File: config.mk
export PLATFORM = sky130hd
export DESIGN_NAME = crc16_frame_generate_check
export DESIGN_NICKNAME = d
export VERILOG_FILES = /design/src/design/crcfg_pkg.sv /design/src/design/crcfg_regs.sv /design/src/design/crcfg_crc_byte.sv /design/src/design/crc16_frame_generate_check.sv
export VERILOG_INCLUDE_DIRS = /design/src /design/src/design
export SDC_FILE = /design/constraint.sdc
export NUM_CORES = 1
export LEC_CHECK = 0
export BUFFER_PORTS_ARGS = -buffer_cell sky130_fd_sc_hd__buf_2
export CAP_MARGIN = 5
export CELL_PAD_IN_SITES_DETAIL_PLACEMENT = 0
export CELL_PAD_IN_SITES_GLOBAL_PLACEMENT = 1
export CORE_ASPECT_RATIO = 2
export CORE_UTILIZATION = 47
export DETAILED_ROUTE_END_ITERATION = 8
export PLACE_DENSITY = 0.95
export RECOVER_POWER = 50
export SLEW_MARGIN = 15
export SYNTH_ARGS = -nofsm -noshare
export SYNTH_HDL_FRONTEND = slang
export SYNTH_SLANG_ARGS = --single-unit
File: constraint.sdc
create_clock -name clk -period 16.16 [get_ports clk]
set_clock_uncertainty 0.2 [all_clocks]
set_input_delay 0.808 -clock clk [delete_from_list [all_inputs] [get_ports clk]]
set_output_delay 0.808 -clock clk [all_outputs]
set_load 0.1 [all_outputs]
File: src/design/crc16_frame_generate_check_defines.svh
// Assertion helpers for the checking code of the CRC framer
`ifndef CRC16_FRAME_GENERATE_CHECK_DEFINES_SVH
`define CRC16_FRAME_GENERATE_CHECK_DEFINES_SVH

// same-cycle implication
`define CRCFG_ASSERT_NOW(label, clock, rstn, ante, cons) \
  label: assert property (@(posedge clock) disable iff (!(rstn)) (ante) |-> (cons)) \
    else $error("crcfg assertion failed");

// next-cycle implication
`define CRCFG_ASSERT_NEXT(label, clock, rstn, ante, cons) \
  label: assert property (@(posedge clock) disable iff (!(rstn)) (ante) |=> (cons)) \
    else $error("crcfg assertion failed");

`endif

File: src/design/crcfg_pkg.sv
`timescale 1ns / 1ps
package crcfg_pkg;

  localparam logic [15:0] CRC_INIT   = 16'hFFFF;
  localparam logic [15:0] POLY_RESET = 16'h8408;

  // register indexes on the configuration port
  localparam logic REG_POLY = 1'b0;
  localparam logic REG_MODE = 1'b1;

  typedef struct packed {
    logic [7:0] data_byte;
    logic       last_byte;
  } crcfg_in_t;

  typedef struct packed {
    logic [15:0] crc_value;
    logic        crc_match;
    logic        frame_too_short;
  } crcfg_out_t;

  typedef struct packed {
    logic [15:0] polynomial;
    logic        check_mode;
  } crcfg_cfg_t;

endpackage

File: src/design/crcfg_regs.sv
`timescale 1ns / 1ps
module crcfg_regs (
  input  logic               clk,
  input  logic               rst_n,
  input  logic               psel,
  input  logic               penable,
  input  logic               pwrite,
  input  logic [2:0]         paddr,
  input  logic [31:0]        pwdata,
  output logic [31:0]        prdata,
  output logic               pready,
  output crcfg_pkg::crcfg_cfg_t cfg
);
  import crcfg_pkg::*;

  logic [15:0] poly_r;
  logic        mode_r;
  logic        wr_en;
  logic        reg_idx;

  assign pready  = 1'b1;
  assign reg_idx = paddr[2];
  assign wr_en   = psel && penable && pwrite && pready;

  always_ff @(posedge clk) begin
    if (!rst_n) begin
      poly_r <= POLY_RESET;
      mode_r <= 1'b0;
    end else if (wr_en) begin
      unique case (reg_idx)
        REG_POLY: poly_r <= pwdata[15:0];
        REG_MODE: mode_r <= pwdata[0];
        default:  ;
      endcase
    end
  end

  always_comb begin
    unique case (reg_idx)
      REG_POLY: prdata = {16'd0, poly_r};
      REG_MODE: prdata = {31'd0, mode_r};
      default:  prdata = 32'd0;
    endcase
  end

  assign cfg.polynomial = poly_r;
  assign cfg.check_mode = mode_r;

endmodule

File: src/design/crcfg_crc_byte.sv
`timescale 1ns / 1ps
module crcfg_crc_byte (
  input  logic [15:0] crc_in,
  input  logic [7:0]  data,
  input  logic [15:0] polynomial,
  output logic [15:0] crc_out
);
  import crcfg_pkg::*;

  // eight reflected shift steps, LSB of the byte first
  always_comb begin
    logic [15:0] c;
    c = crc_in;
    for (int b = 0; b < 8; b++) begin
      if (c[0] ^ data[b]) c = (c >> 1) ^ polynomial;
      else                c = c >> 1;
    end
    crc_out = c;
  end

endmodule

File: src/design/crc16_frame_generate_check.sv
`timescale 1ns / 1ps
// CRC-16 (reflected, init all ones) frame generator and checker.
// Throughput: one byte per cycle while the skid stage is empty; the eight CRC bit steps are combinational.
// The result of a final byte is registered in the output register, or in the skid stage while the output stalls.
// An output register with a skid stage lets bytes flow while a result waits.
// Reset: rst_n synchronous, active low; clears frame state, sets 0x8408 / generate.
module crc16_frame_generate_check (
  input  logic                   clk,
  input  logic                   rst_n,
  input  logic                   in_valid,
  output logic                   in_ready,
  input  crcfg_pkg::crcfg_in_t   in_data,
  output logic                   out_valid,
  input  logic                   out_ready,
  output crcfg_pkg::crcfg_out_t  out_data,
  input  logic                   psel,
  input  logic                   penable,
  input  logic                   pwrite,
  input  logic [2:0]             paddr,
  input  logic [31:0]            pwdata,
  output logic [31:0]            prdata,
  output logic                   pready
);
  `include "crc16_frame_generate_check_defines.svh"
  import crcfg_pkg::*;

  crcfg_cfg_t  cfg;
  logic        in_fire;
  logic [15:0] crc_r, crc_nxt, crc_step;
  logic [7:0]  hold0_r, hold0_nxt, hold1_r, hold1_nxt;
  logic [1:0]  cnt_r, cnt_nxt;
  logic [7:0]  step_byte;
  logic        step_en;
  logic [15:0] fin;
  logic        res_v;
  crcfg_out_t  res;
  logic        out_v_r, skid_v_r;
  crcfg_out_t  out_d_r, skid_d_r;

  crcfg_regs u_regs (
    .clk     (clk),
    .rst_n   (rst_n),
    .psel    (psel),
    .penable (penable),
    .pwrite  (pwrite),
    .paddr   (paddr),
    .pwdata  (pwdata),
    .prdata  (prdata),
    .pready  (pready),
    .cfg     (cfg)
  );

  assign in_ready = !skid_v_r;
  assign in_fire  = in_valid && in_ready;

  // check mode folds the oldest held byte once the delay line is full
  assign step_byte = cfg.check_mode ? hold0_r : in_data.data_byte;
  assign step_en   = !cfg.check_mode || (cnt_r == 2'd2);

  crcfg_crc_byte u_crc (
    .crc_in     (crc_r),
    .data       (step_byte),
    .polynomial (cfg.polynomial),
    .crc_out    (crc_step)
  );

  always_comb begin
    crc_nxt   = step_en ? crc_step : crc_r;
    hold0_nxt = hold0_r;
    hold1_nxt = hold1_r;
    if (!cfg.check_mode) begin
      cnt_nxt = 2'd0;
    end else if (cnt_r == 2'd2) begin
      hold0_nxt = hold1_r;
      hold1_nxt = in_data.data_byte;
      cnt_nxt   = 2'd2;
    end else begin
      if (cnt_r[0]) hold1_nxt = in_data.data_byte;
      else          hold0_nxt = in_data.data_byte;
      cnt_nxt = cnt_r + 2'd1;
    end

    fin = ~crc_nxt;
    fin = {fin[7:0], fin[15:8]};
    res = '0;
    if (!cfg.check_mode) begin
      res.crc_value = fin;
    end else if (cnt_nxt != 2'd2) begin
      res.frame_too_short = 1'b1;
    end else begin
      res.crc_value = fin;
      res.crc_match = (fin[7:0] == hold0_nxt) && (fin[15:8] == hold1_nxt);
    end
  end

  assign res_v = in_fire && in_data.last_byte;

  always_ff @(posedge clk) begin
    if (!rst_n) begin
      crc_r   <= CRC_INIT;
      hold0_r <= 8'd0;
      hold1_r <= 8'd0;
      cnt_r   <= 2'd0;
    end else if (in_fire) begin
      if (in_data.last_byte) begin
        crc_r   <= CRC_INIT;
        hold0_r <= 8'd0;
        hold1_r <= 8'd0;
        cnt_r   <= 2'd0;
      end else begin
        crc_r   <= crc_nxt;
        hold0_r <= hold0_nxt;
        hold1_r <= hold1_nxt;
        cnt_r   <= cnt_nxt;
      end
    end
  end

  // output register plus skid; skid only fills while the output is stalled
  always_ff @(posedge clk) begin
    if (!rst_n) begin
      out_v_r  <= 1'b0;
      skid_v_r <= 1'b0;
    end else if (out_v_r && !out_ready) begin
      if (res_v) begin
        skid_v_r <= 1'b1;
        skid_d_r <= res;
      end
    end else if (skid_v_r) begin
      out_v_r  <= 1'b1;
      out_d_r  <= skid_d_r;
      skid_v_r <= 1'b0;
    end else begin
      out_v_r <= res_v;
      if (res_v) out_d_r <= res;
    end
  end

  assign out_valid = out_v_r;
  assign out_data  = out_d_r;

  `CRCFG_ASSERT_NOW(a_skid_behind_out, clk, rst_n, skid_v_r, out_v_r)
  `CRCFG_ASSERT_NEXT(a_frame_cleared, clk, rst_n, res_v, (crc_r == CRC_INIT) && (cnt_r == 2'd0))
  `CRCFG_ASSERT_NEXT(a_stall_to_skid, clk, rst_n, out_v_r && !out_ready && res_v, skid_v_r)
  `CRCFG_ASSERT_NOW(a_short_no_match, clk, rst_n, out_v_r && out_d_r.frame_too_short, (out_d_r.crc_value == 16'd0) && !out_d_r.crc_match)

endmodule

==> Yosys cells after proc, flatten, opt, wreduce, memory -nomap -nowiden <==
Cells that the tools add are included.
{ "word_totals": {"out_inout_bits": 53, "in_bits": 51, "elab_cells": 84, "reg_bits": 89} }
{ "classes": {"n_mux": 30, "eq_ne": 4, "reduce_logical": 16, "n_addsub": 1, "bitwise_logic": 19} }
{ "op_table": {"columns": ["op", "count"], "rows": [
  ["$mux 16", 11],
  ["$xor 15x16->16", 8],
  ["$mux 8", 9],
  ["$pmux 32 s2", 1],
  ["$mux 18", 2],
  ["$mux 17", 1],
  ["$eq 8x8->1", 2],
  ["$not 16->16", 1],
  ["$mux 2", 4],
  ["$xor 1x1->1", 8],
  ["$logic_and 1x1->1", 6],
  ["$reduce_and 2->1", 3],
  ["$reduce_and 3->1", 2],
  ["$logic_not 1->1", 3],
  ["$add 2x1->2 const B", 1],
  ["$eq 2x2->1 const B", 1],
  ["$mux 1", 2],
  ["$ne 2x2->1 const B", 1],
  ["$not 1->1", 2],
  ["$reduce_bool 2->1", 1],
  ["$logic_or 1x1->1", 1]
]} }

==> Logic depth before layout (Yosys ltp) <==
Gate-level depths: netlist of the first run.
{ "logic_depth": {"depth_word": 25, "ltp_mapped": 23, "depth_no_buf": 17} }

==> Cells and area by module <==
From an unflattened synthesis of the first run, not the netlist that was laid out.
{ "unflattened": {"cells_unflattened": 792, "hier_area_um2": 7169.4} }
{ "modules_own_cells": {"columns": ["module", "cells_per_inst", "seq_area_each_um2", "area_per_inst_um2", "instances"], "rows": [
  ["crc16_frame_generate_check", 337, 1801.7, 3656.0, 1],
  ["crcfg_crc_byte", 344, 0.0, 2541.2, 1],
  ["crcfg_regs", 111, 340.3, 972.2, 1]
]} }

==> Worst setup path before layout of the first run <==
OpenSTA, ideal clock, no wires.
{ "synth_timing": {"path_kind": "input-to-reg", "startpoint": "in in_data[2] (netlist bit)", "endpoint": "reg out_d_r, in the netlist out_data[1], data pin", "cell_stages": 20, "setup_ps": 180, "arrival_time_ps": 5462, "path_slack_ps": 10318, "t_required_ps": 15780, "path_buffers": 3, "cell_sequence": "mux2i_4 mux2i_1 a211oi_1 a31o_2 o21ai_1 a211oi_1 o21a_1 o21a_1 buf_6 a32o_1 or3_1 clkbuf_1 and2_1 buf_6 a211o_1 a221oi_2 xnor3_1 a2111oi_2 a31oi_1 o41ai_2"} }
{ "synth_between": {"elab_chain_cells": 23, "elab_cells_between_ends": 36, "classes_between": "eq/ne (2); mux (19); bitwise (14); reduce/logical (1)"} }
{ "synth_lines": {"columns": ["element", "line_no", "source"], "rows": [
  ["from (decl)", "crc16_frame_generate_check.sv:12", "input crcfg_pkg::crcfg_in_t in_data,"],
  ["$mux 8", "crc16_frame_generate_check.sv:57", "assign step_byte = cfg.check_mode ? hold0_r : in_data.data_byte;"],
  ["$xor 1x1->1", "crcfg_crc_byte.sv:15", "if (c[0] ^ data[b]) c = (c >> 1) ^ polynomial;"],
  ["$mux 16", "crcfg_crc_byte.sv:15", null],
  ["$xor 15x16->16 or $xor 1x1->1 (tied branches)", "crcfg_crc_byte.sv:15", null],
  ["$mux 16", "crcfg_crc_byte.sv:15", null],
  ["$xor 15x16->16 or $xor 1x1->1 (tied branches)", "crcfg_crc_byte.sv:15", null],
  ["$mux 16", "crcfg_crc_byte.sv:15", null],
  ["$xor 15x16->16 or $xor 1x1->1 (tied branches)", "crcfg_crc_byte.sv:15", null],
  ["(+7 left out)", null, null],
  ["$mux 16", "crc16_frame_generate_check.sv:68", "crc_nxt = step_en ? crc_step : crc_r;"],
  ["$not 16->16", "crc16_frame_generate_check.sv:83", "fin = ~crc_nxt;"],
  ["$eq 8x8->1", "crc16_frame_generate_check.sv:92", "res.crc_match = (fin[7:0] == hold0_nxt) && (fin[15:8] == hold1_nxt);"],
  ["$logic_and 1x1->1 (*)", "crc16_frame_generate_check.sv:92", null],
  ["$mux 17 (*)", "crc16_frame_generate_check.sv:88", "end else if (cnt_nxt != 2'd2) begin"],
  ["$mux 2 (*)", "crc16_frame_generate_check.sv:86", "if (!cfg.check_mode) begin"],
  ["$mux 18 (*)", "crc16_frame_generate_check.sv:135", "if (res_v) out_d_r <= res;"],
  ["$mux 18 (*)", "crc16_frame_generate_check.sv:129", "end else if (skid_v_r) begin"],
  ["to (signal assigned)", "crc16_frame_generate_check.sv:131", "out_d_r <= skid_d_r;"],
  ["to (signal assigned)", "crc16_frame_generate_check.sv:135", null],
  ["to (decl)", "crc16_frame_generate_check.sv:38", "crcfg_out_t out_d_r, skid_d_r;"]
]} }
Every way passes the cells marked *; elsewhere a longest branch is shown, timed or not. The select of a mux whose other input is x is not followed.
A chain may end at the register's enable or synchronous reset.

==> Worst setup path in the final report of the first run <==
{ "layout_timing": {"startpoint": "reg u_regs.poly_r[0]", "endpoint": "reg out_d_r, in the netlist out_data[1], data pin"} }
{ "layout_between": {"elab_chain_cells": 24, "elab_cells_between_ends": 32, "classes_between": "eq/ne (2); mux (13); bitwise (16); reduce/logical (1)"} }
{ "layout_lines": {"columns": ["element", "line_no", "source"], "rows": [
  ["from (decl)", "crcfg_regs.sv:16", "logic [15:0] poly_r;"],
  ["from (signal assigned)", "crcfg_regs.sv:31", "REG_POLY: poly_r <= pwdata[15:0];"],
  ["$xor 15x16->16", "crcfg_crc_byte.sv:15", null],
  ["$mux 16", "crcfg_crc_byte.sv:15", null],
  ["$xor 1x1->1", "crcfg_crc_byte.sv:15", null],
  ["$mux 16", "crcfg_crc_byte.sv:15", null],
  ["$xor 15x16->16 or $xor 1x1->1 (tied branches)", "crcfg_crc_byte.sv:15", null],
  ["$mux 16", "crcfg_crc_byte.sv:15", null],
  ["$xor 15x16->16 or $xor 1x1->1 (tied branches)", "crcfg_crc_byte.sv:15", null],
  ["$mux 16", "crcfg_crc_byte.sv:15", null],
  ["(+8 left out)", null, null],
  ["$mux 16 (*)", "crc16_frame_generate_check.sv:68", null],
  ["$not 16->16 (*)", "crc16_frame_generate_check.sv:83", null],
  ["$eq 8x8->1", "crc16_frame_generate_check.sv:92", null],
  ["$logic_and 1x1->1 (*)", "crc16_frame_generate_check.sv:92", null],
  ["$mux 17 (*)", "crc16_frame_generate_check.sv:88", null],
  ["$mux 2 (*)", "crc16_frame_generate_check.sv:86", null],
  ["$mux 18 (*)", "crc16_frame_generate_check.sv:135", null],
  ["$mux 18 (*)", "crc16_frame_generate_check.sv:129", null]
]} }
Marks and branches as above.

==> results of run 1 <==
==> final timing paths <==
| path | startpoint | end | slack, ns | depth (start not counted) |
|---|---|---|---|---|
| max | u_regs.poly_r[0] | out_data[1] | 8.44 | 20 |
| max reg2reg | u_regs.poly_r[0] | out_data[1] | 8.44 | 20 |
| min | cnt_r[1] | cnt_r[1] | 0.28 | 2 |
| min reg2reg | cnt_r[1] | cnt_r[1] | 0.28 | 2 |
==> kinds of logic (layout without fill, tap and decap cells) <==
logic type,after synthesis,after routing,share of synthesized area [%]
AOI/OAI and AO/OA,309,309,26.7
xor gates and xnor gates,112,112,13.7
other,2,17,0.0930
adders and majority gates,2,2,0.310
DFF,89,89,26.5
muxes,35,35,4.87
buffers and inverters,134,133,7.42
and+or+nand+nor,372,372,20.4
==> stage by stage <==
stage / instances / setup slack, ns / cell area [um2]
final: 1276 / 8.44 / 8710
after global placement: 1260 / 8.60 / 8420
after floorplan: 1070 / 10.32 / 8130
after global routing: 1276 / 8.13 / 8710
after detailed placement: 1260 / 8.57 / 8420
after CTS: 1276 / 8.69 / 8760
==> power by group through the flow <==
stage | Clock, uW | Combinational, uW | Sequential, uW
after floorplan | 0 | 437 | 306
after global placement | 0 | 577 | 283
after detailed placement | 0 | 583 | 283
after CTS | 245 | 589 | 279
after global routing | 252 | 645 | 280
final | 243 | 604 | 280
==> state kept, by name (all words and copies together), names as in the netlist <==
| name | flops |
|---|---|
| u_regs.mode_r | 1 |
| hold0_r | 8 |
| skid_d_r | 18 |
| out_data | 18 |
| u_regs.poly_r | 16 |
| hold1_r | 8 |
| crc_r | 16 |
| out_valid | 1 |
| skid_v_r | 1 |
| cnt_r | 2 |
==> cell type report <==
type,instances,share of cell area [%]
Multi-Input combinational cell,847,61.9
Tap cell,207,2.97
Inverter,24,1.03
Clock buffer,9,2.59
Clock inverter,7,1.34
Sequential cell,89,24.6
Timing Repair Buffer,93,5.60
==> critical path: stages (launching register included) <==
cell       delay, ns
dfxtp_2         0.31
buf_4           0.61
inv_1           0.11
buf_4           0.29
nand2_1         0.31
nand2_1         0.13
a31o_2          0.28
o21ai_1         0.51
a211oi_1        0.22
o311ai_2        0.61
o21a_1          0.42
buf_4           0.32
xnor2_1         0.19
mux2_2          0.38
a31oi_1         0.86
o21ai_0         0.48
xor2_1          0.27
a221o_1         0.29
a211oi_1        0.22
o2111ai_1       0.20
o41ai_2         0.28
==> layout by cell type, fill, tap and decap left out, drive strengths merged, types with 7 or more instances in the layout <==
cell,instances
a211oi,16
and2,8
nor2b,10
nor4,10
o21a,12
and3,8
a21oi,59
a22o,17
a32oi,17
o21ai,59
conb,17
mux2,14
nor3,30
nand2,135
clkbuf,37
a22oi,16
buf,65
inv,23
xor2,17
o31ai,16
nor2,114
edfxtp,36
xnor3,8
nand3,34
dfxtp,53
o2111ai,7
mux2i,21
xnor2,87
a31oi,15
o211ai,23
o41ai,7
==> metal layers <==
metal / wire length, um / global-route usage, % / vias to the layer above
met5: 0 / 0 / -
met4: 3050 / 31.1 / 0
met3: 1810 / 5.61 / 157
met2: 14400 / 56.5 / 479
met1: 9820 / 34.8 / 3866
li1: - / - / 3814
==> impl_metrics.py, run 1 <==
metrics = {
    "outcome": {
        "status": "finished, violations left",
        "violations": "max-capacitance violations, max-slew violations",
    },
    "cts": {
        "h-tree-depth": 3,
        "cts.sinks": 89,
        "clk_latency_ns": 0.35,
        "cts-root-buf": "clkbuf_16",
        "cts.path.max_buffers": 2,
        "post-cts-setup-buffers": 0,
        "path_clk_slew_ns": 0.07,
        "hold_buffers": 0,
        "cts_tree": "done",
        "cts.repair.resized": 0,
        "cts_made_buffers": 9,
    },
    "finish": {
        "ff_latch_area_um2": 2140,
        "multi_input_area_um2": 5390,
        "synthToLayoutAreaGrowth_pct": 7.89,
        "final_util_pct": 52.0,
        "diodes": 0,
        "fill_cells": 1702,
        "drive_above_1_share_pct": 10.5,
        "nets": 1117,
    },
    "timing": {
        "hold_violations": 0,
        "tns_ns": 0,
        "finalMaxSlewViolations": 36,
        "fin_crit_sh_pct": 47.8,
        "setup_viol": 0,
        "worst_slew_pin_slew_ns": 1.58,
        "clock.fmax_mhz": 129,
        "grt_setup_unrepaired": "false",
        "fin_crit_ns": 7.72,
        "relSlewSlack_pct": -5.02,
        "holdWs_ns": 0.276,
    },
    "power_and_ir_drop": {
        "clock_power_share_pct": 21.6,
        "p_sw_uw": 502,
        "intPower_uw": 625,
        "p_seq_share_pct": 24.8,
        "power_density_nw_per_um2": 129,
        "finalPower_uw": 1130,
        "power_leakage_uw": 0.00312,
        "ir_drop_v": 0.000112,
        "power_frac_comb_pct": 53.6,
        "switching_share_pct": 44.6,
    },
    "worst_setup_path": {
        "critical_path_required_ns": 16.11,
        "cp_data_arrival_time_ns": 7.68,
        "crit_type": "flop to flop",
        "cp-end-kind": "flop",
        "crit_path_start_kind": "flop",
        "critical_path_peak_fanout": 78,
    },
    "placement": {
        "dp_hpwl_mm": 21.1,
        "port-buffer-count": 68,
        "globalplace.congestion": 1.01,
    },
    "floorplan": {
        "die_area_um2": 17700,
        "fp.dieH_um": 187,
        "start_util_pct": 48.2,
        "rows": 67,
        "core_um2": 16800,
        "die_w_um": 94.7,
        "io_pins": 104,
    },
    "logic_synthesis": {
        "yosysSeqAreaShare_pct": 26.5,
        "synthFlopType": "dfxtp_1",
        "synth_common_cells": "135 x nand2_1, 114 x nor2_1, 86 x xnor2_1",
        "synth_warnings": 0,
        "synth_area_leader_cell": "edfxtp_1",
        "yosys-top-cells-area": "edfxtp_1 13%, dfxtp_1 13%, xnor2_1 9.3%",
        "synth_async_sr_flop_share_pct": 0,
        "synth_most_common_cell": "nand2_1",
        "synth_seq_cells": 89,
        "synth_top_area_share_pct": 13.4,
        "avgSynthCellArea_um2": 7.65,
        "synth_edf_count": 36,
        "netlist_area_um2": 8080,
        "syn_inst": 1055,
        "ys_types": 75,
    },
    "detailed_routing": {
        "vias": 8316,
        "ant_nets": 0,
        "wl_per_cell_um": 22.8,
        "routed_wl_mm": 29.1,
        "drc": 0,
        "dr.pass1.iters": 5,
        "avgViaCountPerCell": 6.52,
        "drtIter0Drc": 817,
    },
    "global_route": {
        "grt_antenna_before_repair": 0,
        "grt_max_degree": 79,
        "overflow": 0,
        "grt.total_usage_pct": 33.8,
        "grt_pass1_wl_mm": 44.7,
        "grt_pass1_vias": 7865,
    },
    "run": {
        "drv_cap": 1,
    },
    "min_path": {
        "hold_class": "flop to flop",
    },
}
No activity file was read; power rests on OpenSTA's default activity.
==> run 2: changes to the inputs <==
--- a/config.mk
+++ b/config.mk
@@ -11,9 +11,9 @@
 export CELL_PAD_IN_SITES_DETAIL_PLACEMENT = 0
 export CELL_PAD_IN_SITES_GLOBAL_PLACEMENT = 1
 export CORE_ASPECT_RATIO = 2
-export CORE_UTILIZATION = 47
+export CORE_UTILIZATION = 44
 export DETAILED_ROUTE_END_ITERATION = 8
-export PLACE_DENSITY = 0.95
+export PLACE_DENSITY = 0.91
 export RECOVER_POWER = 50
 export SLEW_MARGIN = 15
 export SYNTH_ARGS = -nofsm -noshare
==> constraint.sdc (replaced) <==
create_clock -name clk -period 7.55 [get_ports clk]
set_clock_uncertainty 0.2 [all_clocks]
set_input_delay 0.3775 -clock clk [delete_from_list [all_inputs] [get_ports clk]]
set_output_delay 0.3775 -clock clk [all_outputs]
set_load 0.1 [all_outputs]
==> run 2 against run 1 <==
Effect of this change: the run ends with design-rule violations left; cell count grew 1.6%; first-iteration DRC count fell by 5.4%; flip-flop and latch count unchanged; clock power increased by 89%; critical path depth fell by 1; combinational power grew 110%; sequential power grew 110%; non-clock buffer count increased by 14; fmax up 14%; cell area increased by 0.70%; worst setup slack worse by 7.7 ns; global-route usage decreased by 2.1 points; highest routed layer unchanged.
==> impl_metrics.py, run 2 (synthesis results as in run 1) <==
metrics = {
    "placement": {
        "placed_cell_area_um2": 8530,
        "dp.cells": 1280,
        "place_ws_ns": 0.871,
        "port-buffer-count": 68,
        "globalplace.congestion": 0.959,
        "dp_hpwl_mm": 22.5,
    },
    "worst_setup_path": {
        "slowest_delay_ns": 0.57,
        "cp_top_family": "compound AO/OA/AOI/OAI gates",
        "path_cells": "buf_4 > mux2i_4 > xnor2_1 > buf_4 > nand2_1 > o21ai_0 > a31oi_1 > xor2_1 > nand4_1 > nand2_1 > a21oi_1 > mux2_2 > nor3_1 > nor2_1 > o31ai_1 > o21a_1 > xnor2_1 > o21ai_0 > o31ai_1",
        "rrSetupSlack_ns": 0.77,
        "critical_path_required_ns": 7.43,
        "crit_type": "flop to flop",
        "startpoint": "u_regs.mode_r",
        "cp-end-kind": "flop",
        "cp.depth": 19,
        "r2r-start": "u_regs.mode_r",
        "crit_path_start_kind": "flop",
        "cp_num_buf_inv": 2,
        "cp_data_arrival_time_ns": 6.66,
        "rr_worst_depth": 19,
        "slowest_stage": "nor3_1",
        "critical_path_peak_fanout": 16,
        "reg2reg_to": "out_data[5]",
    },
    "timing": {
        "fin_crit_sh_pct": 89.9,
        "hold_violations": 0,
        "worst_slew_pin_slew_ns": 1.20,
        "clock.fmax_mhz": 147,
        "tns_ns": 0,
        "setup_viol": 0,
        "finalMaxSlewViolations": 0,
        "fin_crit_ns": 6.78,
        "grt_setup_unrepaired": "false",
        "relSlewSlack_pct": 20.4,
        "setup_ws_ns": 0.766,
    },
    "global_route": {
        "grt_pass1_vias": 7881,
        "grt_max_degree": 44,
        "grt_pass1_wl_mm": 45.5,
        "grt_antenna_before_repair": 0,
        "overflow": 0,
        "grt.total_usage_pct": 31.8,
    },
    "min_path": {
        "hold_class": "input port to flop",
        "hold_start": "pwdata[15]",
        "holdPathStages": 3,
        "hold_end": "u_regs.poly_r[15]",
    },
    "finish": {
        "final_cell_mix": "135 x nand2_1, 114 x nor2_1, 86 x xnor2_1",
        "nets": 1131,
        "drive_above_1_share_pct": 10.7,
        "diodes": 0,
        "final_cells": 1296,
        "fill_cells": 1798,
        "synthToLayoutAreaGrowth_pct": 8.65,
        "layout_commonest_cell": "nand2_1",
        "ff_latch_area_um2": 2140,
        "fin_area_um2": 8770,
        "multi_input_area_um2": 5390,
    },
    "floorplan": {
        "start_util_pct": 45.2,
        "core_um2": 17900,
        "io_pins": 104,
        "fp.dieH_um": 194,
        "rows": 69,
        "die_area_um2": 18900,
        "die_w_um": 97.8,
    },
    "detailed_routing": {
        "wl_per_cell_um": 22.9,
        "routed_wl_mm": 29.6,
        "avgViaCountPerCell": 6.36,
        "drtIter0Drc": 773,
        "vias": 8244,
        "drc": 6,
        "dr.pass1.iters": 7,
        "ant_nets": 0,
    },
    "cts": {
        "cts-root-buf": "clkbuf_16",
        "clk_latency_ns": 0.35,
        "cts.repair.resized": 0,
        "cts.sinks": 89,
        "h-tree-depth": 3,
        "cts_made_buffers": 9,
        "hold_buffers": 0,
        "post-cts-setup-buffers": 0,
        "cts_tree": "done",
        "path_clk_slew_ns": 0.07,
        "cts.path.max_buffers": 2,
    },
    "power_and_ir_drop": {
        "power_frac_comb_pct": 55.0,
        "switching_share_pct": 45.3,
        "p_seq_share_pct": 25.4,
        "ir_drop_v": 0.000250,
        "intPower_uw": 1290,
        "clock_power_share_pct": 19.6,
        "power_leakage_uw": 0.00312,
        "p_sw_uw": 1060,
        "power_density_nw_per_um2": 268,
    },
    "outcome": {
        "status": "finished, violations left",
        "violations": "design-rule violations",
    },
    "run": {
        "drv_cap": 0,
    },
}
[run 2: cell count changes in the layout (fill, tap and decap cells not counted), sizes merged]
cell and delta:
clkbuf +11, buf +3, bufinv -2, clkinvlp +2
[run 2: metrics by stage]
stage                     total power (uW)  utilization [%]  hold slack [ns]
after floorplan                       1590                -            0.249
after global placement                1870             47.7            0.257
after detailed placement              1870             47.7            0.266
after CTS                             2340             49.4           0.0261
after global routing                  2470             49.1           0.0425
final                                 2350             49.1           0.0309
[run 2: power by group through the flow]
stage	clock network (uW)	registers [uW]	logic, uW
2_1_floorplan	0	655	934
6_report	460	597	1290
3_3_place_gp	0	606	1260
3_5_place_dp	0	606	1270
5_1_grt	481	599	1390
4_1_cts	467	596	1280
[run 2: worst max path at each step]
stage / endpoint / slack [ns]
after floorplan: out_data[1] / 1.98
after global placement: out_data[5] / 0.89
after detailed placement: out_data[5] / 0.87
after CTS: out_data[5] / 0.85
after global routing: out_data[1] / 0.27
final: out_data[5] / 0.77
[run 2: layout make-up]
| class | instances | share of cell area, % |
|---|---|---|
| flip-flops and latches | 89 | 24.4 |
| repair buffers | 107 | 6.63 |
| clock inverters | 7 | 0.870 |
| clock buffers | 9 | 2.57 |
| multi-input cells | 847 | 61.4 |
| well taps | 213 | 3.04 |
| inverters | 24 | 1.03 |
[run 2: worst min-delay path: cells and delay by family]
kind,cells,cell delay (ns)
AND/OR/NAND/NOR,2,0.10
buffers and inverters,1,0.07
[run 2: per-layer routing]
metal | routed length [um] | global-route usage, %
met3 | 1690 | 3.58
met1 | 9740 | 31.5
met4 | 3100 | 29.1
met2 | 15100 | 56.9
met5 | 0 | 0
==> run 3: changes to the inputs <==
--- a/config.mk
+++ b/config.mk
@@ -11,6 +11,7 @@
 export CELL_PAD_IN_SITES_DETAIL_PLACEMENT = 0
 export CELL_PAD_IN_SITES_GLOBAL_PLACEMENT = 1
 export CORE_ASPECT_RATIO = 2
+export CORE_MARGIN = 10
 export CORE_UTILIZATION = 44
 export DETAILED_ROUTE_END_ITERATION = 8
 export PLACE_DENSITY = 0.91
==> constraint.sdc (replaced) <==
create_clock -name clk -period 7.55 [get_ports clk]
set_clock_uncertainty 0.2 [all_clocks]
set_input_delay 0.3775 -clock clk [delete_from_list [all_inputs] [get_ports clk]]
set_output_delay 0.3775 -clock clk [all_outputs]
set_load 0.01 [all_outputs]
==> run 3 against run 2 <==
Effect of this change: the flow now finishes without violations; cell area up 0.33%; worst hold slack better by 0.00077 ns; core utilization down 0.54 points; largest cell class unchanged; largest power group unchanged.
==> impl_metrics.py, run 3 (synthesis results as in run 1) <==
metrics = {
    "worst_setup_path": {
        "rr_worst_depth": 19,
        "reg2reg_to": "out_data[1]",
        "rrSetupSlack_ns": 0.79,
        "r2r-start": "u_regs.mode_r",
        "crit_type": "flop to flop",
        "cp-end-kind": "flop",
        "crit_path_start_kind": "flop",
        "cp_data_arrival_time_ns": 6.71,
        "critical_path_required_ns": 7.51,
        "critical_path_peak_fanout": 21,
    },
    "global_route": {
        "overflow": 0,
        "grt.total_usage_pct": 24.7,
        "grt_max_degree": 62,
        "grt_pass1_wl_mm": 46.0,
        "grt_antenna_before_repair": 0,
        "grt_pass1_vias": 7903,
    },
    "timing": {
        "worst_slew_pin_slew_ns": 1.02,
        "tns_ns": 0,
        "setup_viol": 0,
        "fin_crit_sh_pct": 89.5,
        "fin_crit_ns": 6.76,
        "hold_violations": 0,
        "holdWs_ns": 0.0317,
        "finalMaxSlewViolations": 0,
        "clock.fmax_mhz": 148,
        "grt_setup_unrepaired": "false",
        "relSlewSlack_pct": 31.6,
    },
    "cts": {
        "cts_tree": "done",
        "cts.repair.resized": 0,
        "cts.sinks": 89,
        "cts_made_buffers": 9,
        "hold_buffers": 0,
        "path_clk_slew_ns": 0.07,
        "clk_latency_ns": 0.36,
        "post-cts-setup-buffers": 0,
        "cts-root-buf": "clkbuf_16",
        "cts.path.max_buffers": 2,
        "h-tree-depth": 3,
    },
    "min_path": {
        "hold_end": "u_regs.poly_r[15]",
        "hold_start": "pwdata[15]",
        "hold_class": "input port to flop",
        "holdPathStages": 3,
    },
    "power_and_ir_drop": {
        "power_leakage_uw": 0.00315,
        "ir_drop_v": 0.000207,
        "power_density_nw_per_um2": 260,
        "intPower_uw": 1320,
        "power_frac_comb_pct": 53.3,
        "p_sw_uw": 970,
        "finalPower_uw": 2290,
        "switching_share_pct": 42.4,
        "clock_power_share_pct": 20.6,
        "p_seq_share_pct": 26.1,
    },
    "detailed_routing": {
        "drtIter0Drc": 593,
        "ant_nets": 0,
        "drc": 0,
        "vias": 8150,
        "avgViaCountPerCell": 6.26,
        "routed_wl_mm": 30.3,
        "dr.pass1.iters": 5,
        "wl_per_cell_um": 23.3,
    },
    "outcome": {
        "status": "finished clean",
    },
    "finish": {
        "final_cell_mix": "135 x nand2_1, 114 x nor2_1, 86 x xnor2_1",
        "nets": 1134,
        "fill_cells": 1791,
        "layout_commonest_cell": "nand2_1",
        "synthToLayoutAreaGrowth_pct": 9.00,
        "multi_input_area_um2": 5390,
        "ff_latch_area_um2": 2140,
        "diodes": 0,
        "drive_above_1_share_pct": 11.0,
    },
    "placement": {
        "dp_hpwl_mm": 23.1,
        "port-buffer-count": 68,
        "globalplace.congestion": 1.01,
    },
    "run": {
        "drv_cap": 0,
    },
    "floorplan": {
        "core_um2": 18100,
        "fp.dieH_um": 212,
        "die_area_um2": 24500,
        "die_w_um": 116,
        "rows": 70,
        "start_util_pct": 44.5,
        "io_pins": 104,
    },
}
-- run 3: cell type report --
cell class / instances / share of cell area (%)
Clock buffer: 10 / 2.84
Sequential cell: 89 / 24.3
Timing Repair Buffer: 110 / 6.77
Inverter: 24 / 1.02
Clock inverter: 6 / 0.725
Multi-Input combinational cell: 847 / 61.2
Tap cell: 216 / 3.07
-- run 3: power by group through the flow --
stage / Clock [uW] / Sequential [uW] / Combinational, uW
finish: 472 / 597 / 1220
CTS: 477 / 596 / 1200
global route: 494 / 599 / 1320
global placement: 0 / 606 / 1180
floorplan: 0 / 591 / 887
detailed placement: 0 / 606 / 1190
-- run 3: metrics by stage --
step,instances,utilization [%],cell area [um2],setup slack [ns]
finish,1302,48.6,8800,0.795
global route,1302,48.6,8800,0.177
floorplan,1070,-,8130,1.98
CTS,1302,48.9,8870,0.939
global placement,1286,47.2,8550,1.11
detailed placement,1286,47.2,8550,1.01
-- run 3: worst max path at each step --
stage / start / to / cells after the start
after global routing: u_regs.mode_r / out_data[1] / 19
final: u_regs.mode_r / out_data[1] / 19
after detailed placement: u_regs.mode_r / out_data[1] / 19
after global placement: u_regs.mode_r / out_data[1] / 19
after CTS: u_regs.mode_r / out_data[1] / 19
after floorplan: u_regs.mode_r / out_data[1] / 21
-- run 3: routing by layer --
metal / part of all wire (%) / track usage [%] / vias up
met5: 0 / 0 / -
met4: 8.3 / 19.2 / 0
met3: 5.1 / 2.89 / 124
met2: 53 / 44.9 / 384
met1: 34 / 24.4 / 3812
li1: - / - / 3830
-- run 3: critical path: stages (launching register included) --
cell     delay, ns
dfxtp_1       0.51
buf_4         0.33
mux2i_1       0.13
xnor2_1       0.46
nor4_1        0.12
nor3_1        0.25
and2_1        0.62
o21ai_0       0.35
o21ai_0       0.25
a31oi_1       0.12
xnor2_1       0.58
buf_4         0.29
mux2i_1       0.28
nand3_1       0.26
nor4_1        0.31
and4b_1       0.25
xnor2_1       0.13
o21ai_0       0.55
xnor2_1       0.21
o41ai_2       0.35
